--- src/hw/rtl/qas_pkg.sv ---
package qas_pkg;

    // Configuration register indexes
    localparam int CFG_IDX_W = 1;
    localparam logic [CFG_IDX_W-1:0] REG_DELIMITER = 1'd0;
    localparam logic [CFG_IDX_W-1:0] REG_MAX_ARGS  = 1'd1;

    localparam int CFG_DATA_W = 8;
    localparam int COUNT_W    = 5;

    localparam logic [7:0] DELIM_RESET    = 8'h2C;
    localparam logic [4:0] MAX_ARGS_RESET = 5'd16;

    localparam logic [7:0] QUOTE_BYTE  = 8'h22;
    localparam logic [7:0] ESCAPE_BYTE = 8'h5C;

    // Bit 2 flags a pending escape
    typedef enum logic [2:0] {
        MODE_DELIM      = 3'd0,
        MODE_ARG        = 3'd1,
        MODE_QUOTED     = 3'd2,
        MODE_ARG_ESC    = 3'd5,
        MODE_QUOTED_ESC = 3'd6
    } mode_t;

    typedef struct packed {
        mode_t              mode;
        logic [COUNT_W-1:0] count;
    } ctl_t;

    typedef struct packed {
        logic [7:0] char_in;
        logic       line_end;
    } in_t;

    typedef struct packed {
        logic               out_valid;
        logic [7:0]         out_byte;
        logic [7:0]         out_pos;
        logic               arg_start;
        logic               arg_end;
        logic [COUNT_W-1:0] arg_total;
        logic               line_done;
    } out_t;

endpackage

--- src/hw/rtl/qas_step.sv ---
module qas_step import qas_pkg::*; #(
    parameter int MAX_ARGS   = 16,
    parameter int LINE_BYTES = 256,
    parameter int POS_W      = $clog2(LINE_BYTES)
) (
    input  in_t              item,
    input  ctl_t             ctl,
    input  logic [POS_W-1:0] pos,
    input  logic [7:0]       delimiter,
    input  logic [4:0]       max_args,
    output out_t             res,
    output ctl_t             ctl_next,
    output logic [POS_W-1:0] pos_next
);

    logic [POS_W+7:0] pos_ext;
    logic             room;
    logic             pos_full;
    logic             wr;
    logic             st;
    logic             en;
    logic [7:0]       byte_out;
    logic [7:0]       c;

    assign pos_ext  = {8'd0, pos};
    assign room     = (ctl.count < max_args) && (32'(ctl.count) < MAX_ARGS);
    assign pos_full = 32'(pos) >= (LINE_BYTES - 1);
    assign c        = item.char_in;

    always_comb begin
        ctl_next = ctl;
        pos_next = pos;
        wr       = 1'b0;
        st       = 1'b0;
        en       = 1'b0;
        byte_out = 8'd0;

        if (item.line_end) begin
            // Final zero goes out unconditionally; count an open argument if there is room
            wr = 1'b1;
            if (ctl.mode != MODE_DELIM && room) begin
                en             = 1'b1;
                ctl_next.count = ctl.count + 5'd1;
            end
        end else if (room) begin
            case (ctl.mode)
                MODE_ARG, MODE_QUOTED: begin
                    if ((ctl.mode == MODE_ARG && c == delimiter) ||
                        (ctl.mode == MODE_QUOTED && c == QUOTE_BYTE)) begin
                        en = 1'b1;
                        wr = 1'b1;
                    end else if (c == ESCAPE_BYTE) begin
                        ctl_next.mode = (ctl.mode == MODE_ARG) ? MODE_ARG_ESC
                                                               : MODE_QUOTED_ESC;
                    end else begin
                        wr       = 1'b1;
                        byte_out = c;
                    end
                end
                MODE_ARG_ESC, MODE_QUOTED_ESC: begin
                    // Keep only escaped quote, backslash or delimiter
                    if (c == ESCAPE_BYTE || c == QUOTE_BYTE || c == delimiter) begin
                        wr       = 1'b1;
                        byte_out = c;
                    end
                    ctl_next.mode = (ctl.mode == MODE_ARG_ESC) ? MODE_ARG : MODE_QUOTED;
                end
                default: begin
                    if (c == delimiter) begin
                        ctl_next.mode = MODE_DELIM;
                    end else if (c == QUOTE_BYTE) begin
                        st            = 1'b1;
                        ctl_next.mode = MODE_QUOTED;
                    end else if (c == ESCAPE_BYTE) begin
                        st            = 1'b1;
                        ctl_next.mode = MODE_ARG_ESC;
                    end else begin
                        st            = 1'b1;
                        ctl_next.mode = MODE_ARG;
                        wr            = 1'b1;
                        byte_out      = c;
                    end
                end
            endcase
            if (en) begin
                ctl_next.count = ctl.count + 5'd1;
                ctl_next.mode  = MODE_DELIM;
            end
            // Drop writes that would land in the last buffer slot or beyond
            if (wr) begin
                if (pos_full) begin
                    wr       = 1'b0;
                    byte_out = 8'd0;
                end else begin
                    pos_next = pos + POS_W'(1);
                end
            end
        end

        res.out_valid = wr;
        res.out_byte  = byte_out;
        res.out_pos   = pos_ext[7:0];
        res.arg_start = st;
        res.arg_end   = en;
        res.arg_total = ctl_next.count;
        res.line_done = item.line_end;

        if (item.line_end) begin
            ctl_next.mode  = MODE_DELIM;
            ctl_next.count = '0;
            pos_next       = '0;
        end
    end

endmodule

--- src/hw/rtl/quoted_argument_splitter.sv ---
// Channel   Dir  Handshake          Payload
// s_        in   s_valid / s_ready  s_data  (in_t: char_in, line_end)
// m_        out  m_valid / m_ready  m_data  (out_t: one result per request)
// cfg_      in   cfg_we             cfg_index, cfg_wdata (delimiter, max_args)
//
// Each request goes from acceptance into the input register, then through the
// parse step into the result register. One request is accepted every cycle
// unless m_ready stalls; the parse state loop is a single step.
// Reset (aresetn low, synchronous) empties both stages, clears the parse state
// and loads delimiter ',' and max_args 16.
// A stalled m_ready holds the result register; the input register still takes
// a request if the result register frees in the same cycle.
module quoted_argument_splitter import qas_pkg::*; #(
    parameter int MAX_ARGS   = 16,
    parameter int LINE_BYTES = 256
) (
    input  logic                  aclk,
    input  logic                  aresetn,
    input  logic                  s_valid,
    output logic                  s_ready,
    input  in_t                   s_data,
    output logic                  m_valid,
    input  logic                  m_ready,
    output out_t                  m_data,
    input  logic                  cfg_we,
    input  logic [CFG_IDX_W-1:0]  cfg_index,
    input  logic [CFG_DATA_W-1:0] cfg_wdata
);

    localparam int POS_W = $clog2(LINE_BYTES);

    // Input stage
    logic             s1_valid_reg;
    logic             s1_valid_next;
    in_t              s1_data_reg;

    // Result stage
    logic             m_valid_reg;
    logic             m_valid_next;
    out_t             m_data_reg;

    // Parse state
    ctl_t             ctl_reg;
    ctl_t             ctl_next;
    logic [POS_W-1:0] pos_reg;
    logic [POS_W-1:0] pos_next;

    // Configuration
    logic [7:0]       delim_reg;
    logic [4:0]       max_args_reg;

    out_t             step_res;
    logic             out_free;
    logic             s1_adv;
    logic             s_acc;

    // Result register frees when empty or being taken this cycle
    assign out_free = !m_valid_reg || m_ready;
    assign s1_adv   = s1_valid_reg && out_free;
    assign s_ready  = !s1_valid_reg || out_free;
    assign s_acc    = s_valid && s_ready;

    assign m_valid  = m_valid_reg;
    assign m_data   = m_data_reg;

    qas_step #(
        .MAX_ARGS   (MAX_ARGS),
        .LINE_BYTES (LINE_BYTES),
        .POS_W      (POS_W)
    ) u_step (
        .item      (s1_data_reg),
        .ctl       (ctl_reg),
        .pos       (pos_reg),
        .delimiter (delim_reg),
        .max_args  (max_args_reg),
        .res       (step_res),
        .ctl_next  (ctl_next),
        .pos_next  (pos_next)
    );

    always_comb begin
        // Fill on acceptance, drain when the request moves on
        if (s_acc) begin
            s1_valid_next = 1'b1;
        end else if (s1_adv) begin
            s1_valid_next = 1'b0;
        end else begin
            s1_valid_next = s1_valid_reg;
        end

        if (s1_adv) begin
            m_valid_next = 1'b1;
        end else if (m_ready) begin
            m_valid_next = 1'b0;
        end else begin
            m_valid_next = m_valid_reg;
        end
    end

    always_ff @(posedge aclk) begin
        if (!aresetn) begin
            s1_valid_reg <= 1'b0;
            m_valid_reg  <= 1'b0;
            ctl_reg      <= '{mode: MODE_DELIM, count: '0};
            pos_reg      <= '0;
            delim_reg    <= DELIM_RESET;
            max_args_reg <= MAX_ARGS_RESET;
        end else begin
            s1_valid_reg <= s1_valid_next;
            m_valid_reg  <= m_valid_next;
            // Advance the parse state only when a request leaves the input stage
            if (s1_adv) begin
                ctl_reg <= ctl_next;
                pos_reg <= pos_next;
            end
            if (cfg_we) begin
                case (cfg_index)
                    REG_DELIMITER: delim_reg    <= cfg_wdata;
                    REG_MAX_ARGS:  max_args_reg <= cfg_wdata[4:0];
                    default: ;
                endcase
            end
        end
    end

    // Payload registers: no reset
    always_ff @(posedge aclk) begin
        if (s_acc) begin
            s1_data_reg <= s_data;
        end
        if (s1_adv) begin
            m_data_reg <= step_res;
        end
    end

    // Line end clears the parse state for the next line
    a_line_clear: assert property (@(posedge aclk) disable iff (!aresetn)
        (s1_adv && s1_data_reg.line_end) |=>
        (ctl_reg.mode == MODE_DELIM && ctl_reg.count == '0 && pos_reg == '0))
        else $error("parse state not cleared after line end");

    // A written byte advances the write position by one
    a_pos_step: assert property (@(posedge aclk) disable iff (!aresetn)
        (s1_adv && step_res.out_valid && !step_res.line_done) |=>
        (pos_reg == $past(pos_reg) + POS_W'(1)))
        else $error("write position did not advance");

    // An argument cannot start and end on the same byte
    a_start_end: assert property (@(posedge aclk) disable iff (!aresetn)
        m_valid_reg |-> !(m_data_reg.arg_start && m_data_reg.arg_end))
        else $error("argument start and end on one request");

    // Line end always writes a zero terminator
    a_final_zero: assert property (@(posedge aclk) disable iff (!aresetn)
        (m_valid_reg && m_data_reg.line_done) |->
        (m_data_reg.out_valid && m_data_reg.out_byte == 8'd0))
        else $error("line end without final zero");

endmodule

--- config.mk ---
export PLATFORM = sky130hd
export DESIGN_NAME = quoted_argument_splitter
export DESIGN_NICKNAME = d
export VERILOG_FILES = /design/src/hw/rtl/qas_pkg.sv /design/src/hw/rtl/qas_step.sv /design/src/hw/rtl/quoted_argument_splitter.sv
export SDC_FILE = /design/constraint.sdc
export NUM_CORES = 1
export LEC_CHECK = 0
export BUFFER_PORTS_ARGS = -buffer_cell sky130_fd_sc_hd__clkbuf_2
export CAP_MARGIN = 20
export CORE_MARGIN = 4
export CORE_UTILIZATION = 35
export DETAILED_ROUTE_END_ITERATION = 10
export GPL_ROUTABILITY_DRIVEN = 1
export GPL_TIMING_DRIVEN = 0
export SKIP_LAST_GASP = 1
export SYNTH_ARGS = -nofsm -noshare
export SYNTH_HDL_FRONTEND = slang
export SYNTH_SLANG_ARGS = --single-unit
--- constraint.sdc ---
create_clock -name aclk -period 2.6 [get_ports aclk]
set_input_delay 0.39 -clock aclk [delete_from_list [all_inputs] [get_ports aclk]]
set_output_delay 0.39 -clock aclk [all_outputs]
set_load 0.01 [all_outputs]
==> summary.txt <==
Cells and area
  – Top library cells by usage in the layout, fill and taps aside: 48 x sky130_fd_sc_hd__clkbuf_2, 38 x sky130_fd_sc_hd__nand2_1, 34 x sky130_fd_sc_hd__edfxtp_1, 27 x sky130_fd_sc_hd__dfxtp_1, 17 x sky130_fd_sc_hd__a21oi_1
  – Most frequent standard cell in the layout excluding fill and tap cells: sky130_fd_sc_hd__clkbuf_2
  – Area overhead of the layout relative to synthesis: 25.9%
  – Non-filler instance count after layout: 462
  – Proportion of layout cells with a drive suffix above 1: 27.2%
  – Flip-flop count of the largest register after layout: 25
  – Fin nets: 381
  – Fill cell total of the finished layout: 790
  – Diodes inserted: 0

Global routing
  – Via count of the first global-routing pass: 2229
  – Global-route wire length before repair: 10.5 mm
  – Global-route usage over all layers: 13.4%
  – Number of antenna violations at the first check in global routing: 0
  – Overflow left after global routing: 0
  – Largest net degree at the start of global routing: 32

CTS
  – Max Buffers Root-to-Sink: 2
  – Insertion delay to the later sink of the worst-skew pair: 350 ps
  – TritonCTS clock tree: done
  – Cell at the root of the clock tree: sky130_fd_sc_hd__clkbuf_8
  – CTS sink count: 65
  – Clock transition at path regs: 70 ps
  – H-tree levels: 3
  – Inserted Clock Buffers: 9

Power
  – Power density of the placed cells: 589 nW/um2
  – Total power after layout: 2.18 mW
  – Static leakage power: 1.44 nW
  – Largest vdd supply drop: 0.265 mV

Yosys
  – Number of flops mapped to enable cells by yosys: 34
  – Fraction of registers with async set or reset after synthesis: 0%
  – Synth cell types: 51
  – Avg Inst Size Synth: 10.3 um2
  – Warnings from Yosys: 0
  – Post-synthesis share of cell area spent on xor and xnor gates: 3.28%
  – Instance count of the mapped netlist: 284
  – Seq cells post-synth: 65
  – Proportion of synthesized area in mux cells: 0.383%
  – Adder and majority gate portion of the synthesized area: 2.55%
  – Dominant combinational cell family by area after synthesis: simple AND/OR/NAND/NOR gates
  – Net count after synthesis: 313
  – Most frequently used flop master after synthesis: sky130_fd_sc_hd__edfxtp_1
  – Post-synthesis sequential area ratio: 55.9%
  – Basic-gate share of the synthesized area counting and, or, nand and nor cells: 23.5%
  – Share of Yosys cell area claimed by the top area cell type: 34.7%
  – Netlist area before placement: 2940 um2
  – Post-synthesis compound-gate area fraction: 12.1%
  – Top post-synthesis cells by area: sky130_fd_sc_hd__edfxtp_1 35%, sky130_fd_sc_hd__dfxtp_1 21%, sky130_fd_sc_hd__nand2_1 4.9%
  – Cell taking the most area after synthesis: sky130_fd_sc_hd__edfxtp_1

Placed design
  – Number of cells in the design after placement: 437
  – RePlAce Congestion: 0.822
  – Number of I/O port buffers: 48
  – Pre-CTS setup slack: -241 ps
  – Estimated wirelength of the detail-placed design: 4.53 mm

Run status
  – Run status: finished clean

Timing
  – Final critical-path setup slack: 52.0 ps
  – Max frequency: 0.392 GHz
  – Max-slew violations: 0
  – Part of the cycle the worst path needs: 98.0%
  – Post-route minimum period: 2550 ps
  – Relative max-transition margin: 62.6%
  – Total Negative Setup Slacks: 0 ps
  – Number of endpoints failing setup at the final stage: 0
  – Setup repair after global routing missed its margin: true
  – Total count of hold-check failures in the final report: 0
  – Worst Hold Slack: 213 ps
  – Transition at the pin with the smallest max-transition slack: 561 ps
  – Clock Skews: 8.72 ps

Detailed routing
  – Average via count per standard cell: 5.17
  – Number of design-rule violations left by the first detailed-router iteration: 149
  – Vias: 2388
  – First-pass iteration count of the detailed router: 4
  – Final routed DRC violation total: 0
  – Post-route antenna net violation count: 0
  – Wire length reported by the detailed router: 6.36 mm
  – Post-detailed-route wirelength per cell: 13.8 um

Floorplanning
  – Floorplan die height: 99.6 um
  – IO Pins: 50
  – Initial cell density of the core: 36.0%
  – Horizontal die dimension: 99.6 um
  – Row cnt: 33
  – Die area: 9930 um2
  – Core region area: 8180 um2

Critical path
  – Nature of the critical path endpoint: register
  – Critical Path RT: 2870 ps
  – Worst path cell trace: ha_4 -> a2111o_1 -> a311o_2 -> a21o_1 -> a31o_4 -> or4b_4 -> a31oi_1
  – Cell with the largest stage delay on the worst path: sky130_fd_sc_hd__or4b_4
  – Critical-path maximum fanout: 5
  – Delay of the slowest critical-path stage: 470 ps
  – Classification of the worst setup path: register to register
  – Worst path arrival time: 2820 ps
  – Worst Setup Start Kind: register

Run
  – Number of maximum-capacitance constraint violations: 0

Hold path
  – Worst hold path type: input port to register
-- critical path, delay by kind of cell (launching register included) --
kind                     cells  cell delay (ps)
AO/OA/AOI/OAI                5             1430
adder cells (fa/ha/maj)      1              230
flip-flops                   1              360
AND/OR/NAND/NOR              1              470
-- routing by layer --
layer / wire, um / vias up / track usage, %
met4: 96 / 0 / 4.62
met5: 0 / - / 0
met3: 380 / 13 / 4.70
met1: 3060 / 1114 / 17.7
met2: 2820 / 68 / 20.4
li1: - / 1193 / -
-- stage by stage --
step	instance area (um2)	util [%]
2_1_floorplan	2940	-
3_3_place_gp	3310	40.5
3_5_place_dp	3310	40.5
4_1_cts	3540	43.3
5_1_grt	3700	45.3
6_report	3700	45.3
-- cell families after synthesis --
logic type | after synthesis
multiplexers | 1
AND/OR/NAND/NOR | 130
AO/OA/AOI/OAI | 53
flip-flops | 65
buffers and inverters | 18
adder cells (fa/ha/maj) | 6
XOR/XNOR | 11
-- where the power goes --
part / internal [mW] / switching, mW / total, mW / leakage (nW)
Sequential: 1.12 / 0.0263 / 1.15 / 0.578
Clock: 0.437 / 0.391 / 0.828 / 0.0920
Combinational: 0.0869 / 0.116 / 0.203 / 0.767
-- Yosys cell counts, drive strengths merged, types with 2 or more instances --
library cell	number
a21oi	19
a31oi	6
ha	6
nor2	15
nand2b	7
xnor2	10
nor3b	2
nand2	38
o21ai	6
and4	2
clkbuf	7
nand3	15
o32ai	2
edfxtp	34
a211o	3
nor4	5
a21o	3
and2	9
and3	8
nor3	8
nor4bb	2
nor2b	4
inv	10
dfxtp	31
nand4	8
-- final timing paths --
check | start | endpoint | slack (ps) | cells after the start
worst max register to register | ctl_reg[1]$_SDFFE_PN0P_ | ctl_reg[7]$_SDFFE_PN0P_ | 50 | 7
worst min-delay path | s_data[5] | s1_data_reg[5]$_DFFE_PP_ | 210 | 1
worst min register to register | max_args_reg[2]$_SDFFE_PN0P_ | max_args_reg[2]$_SDFFE_PN0P_ | 460 | 2
worst max-delay path | ctl_reg[1]$_SDFFE_PN0P_ | ctl_reg[7]$_SDFFE_PN0P_ | 50 | 7
-- cell type report --
class | count | area [um2] | share of cell area, %
repair buffers | 57 | 328 | 8.86
flip-flops and latches | 65 | 1650 | 44.6
clock buffers | 10 | 128 | 3.45
plain buffers | 8 | 33.8 | 0.913
inverters | 10 | 37.5 | 1.01
multi-input cells | 201 | 1330 | 36.0
clock inverters | 6 | 60.1 | 1.62
well taps | 105 | 131 | 3.55
-- timing repair --
action / CTS / global route
setup endpoints to repair: 13 / 15
cloned: 0 / 0
pin swaps: 2 / 8
hold buffers: 0 / 0
resized for setup: 8 / 18
buffers inserted: 1 / 7
Note: power is estimated with default switching activity, not from simulation.
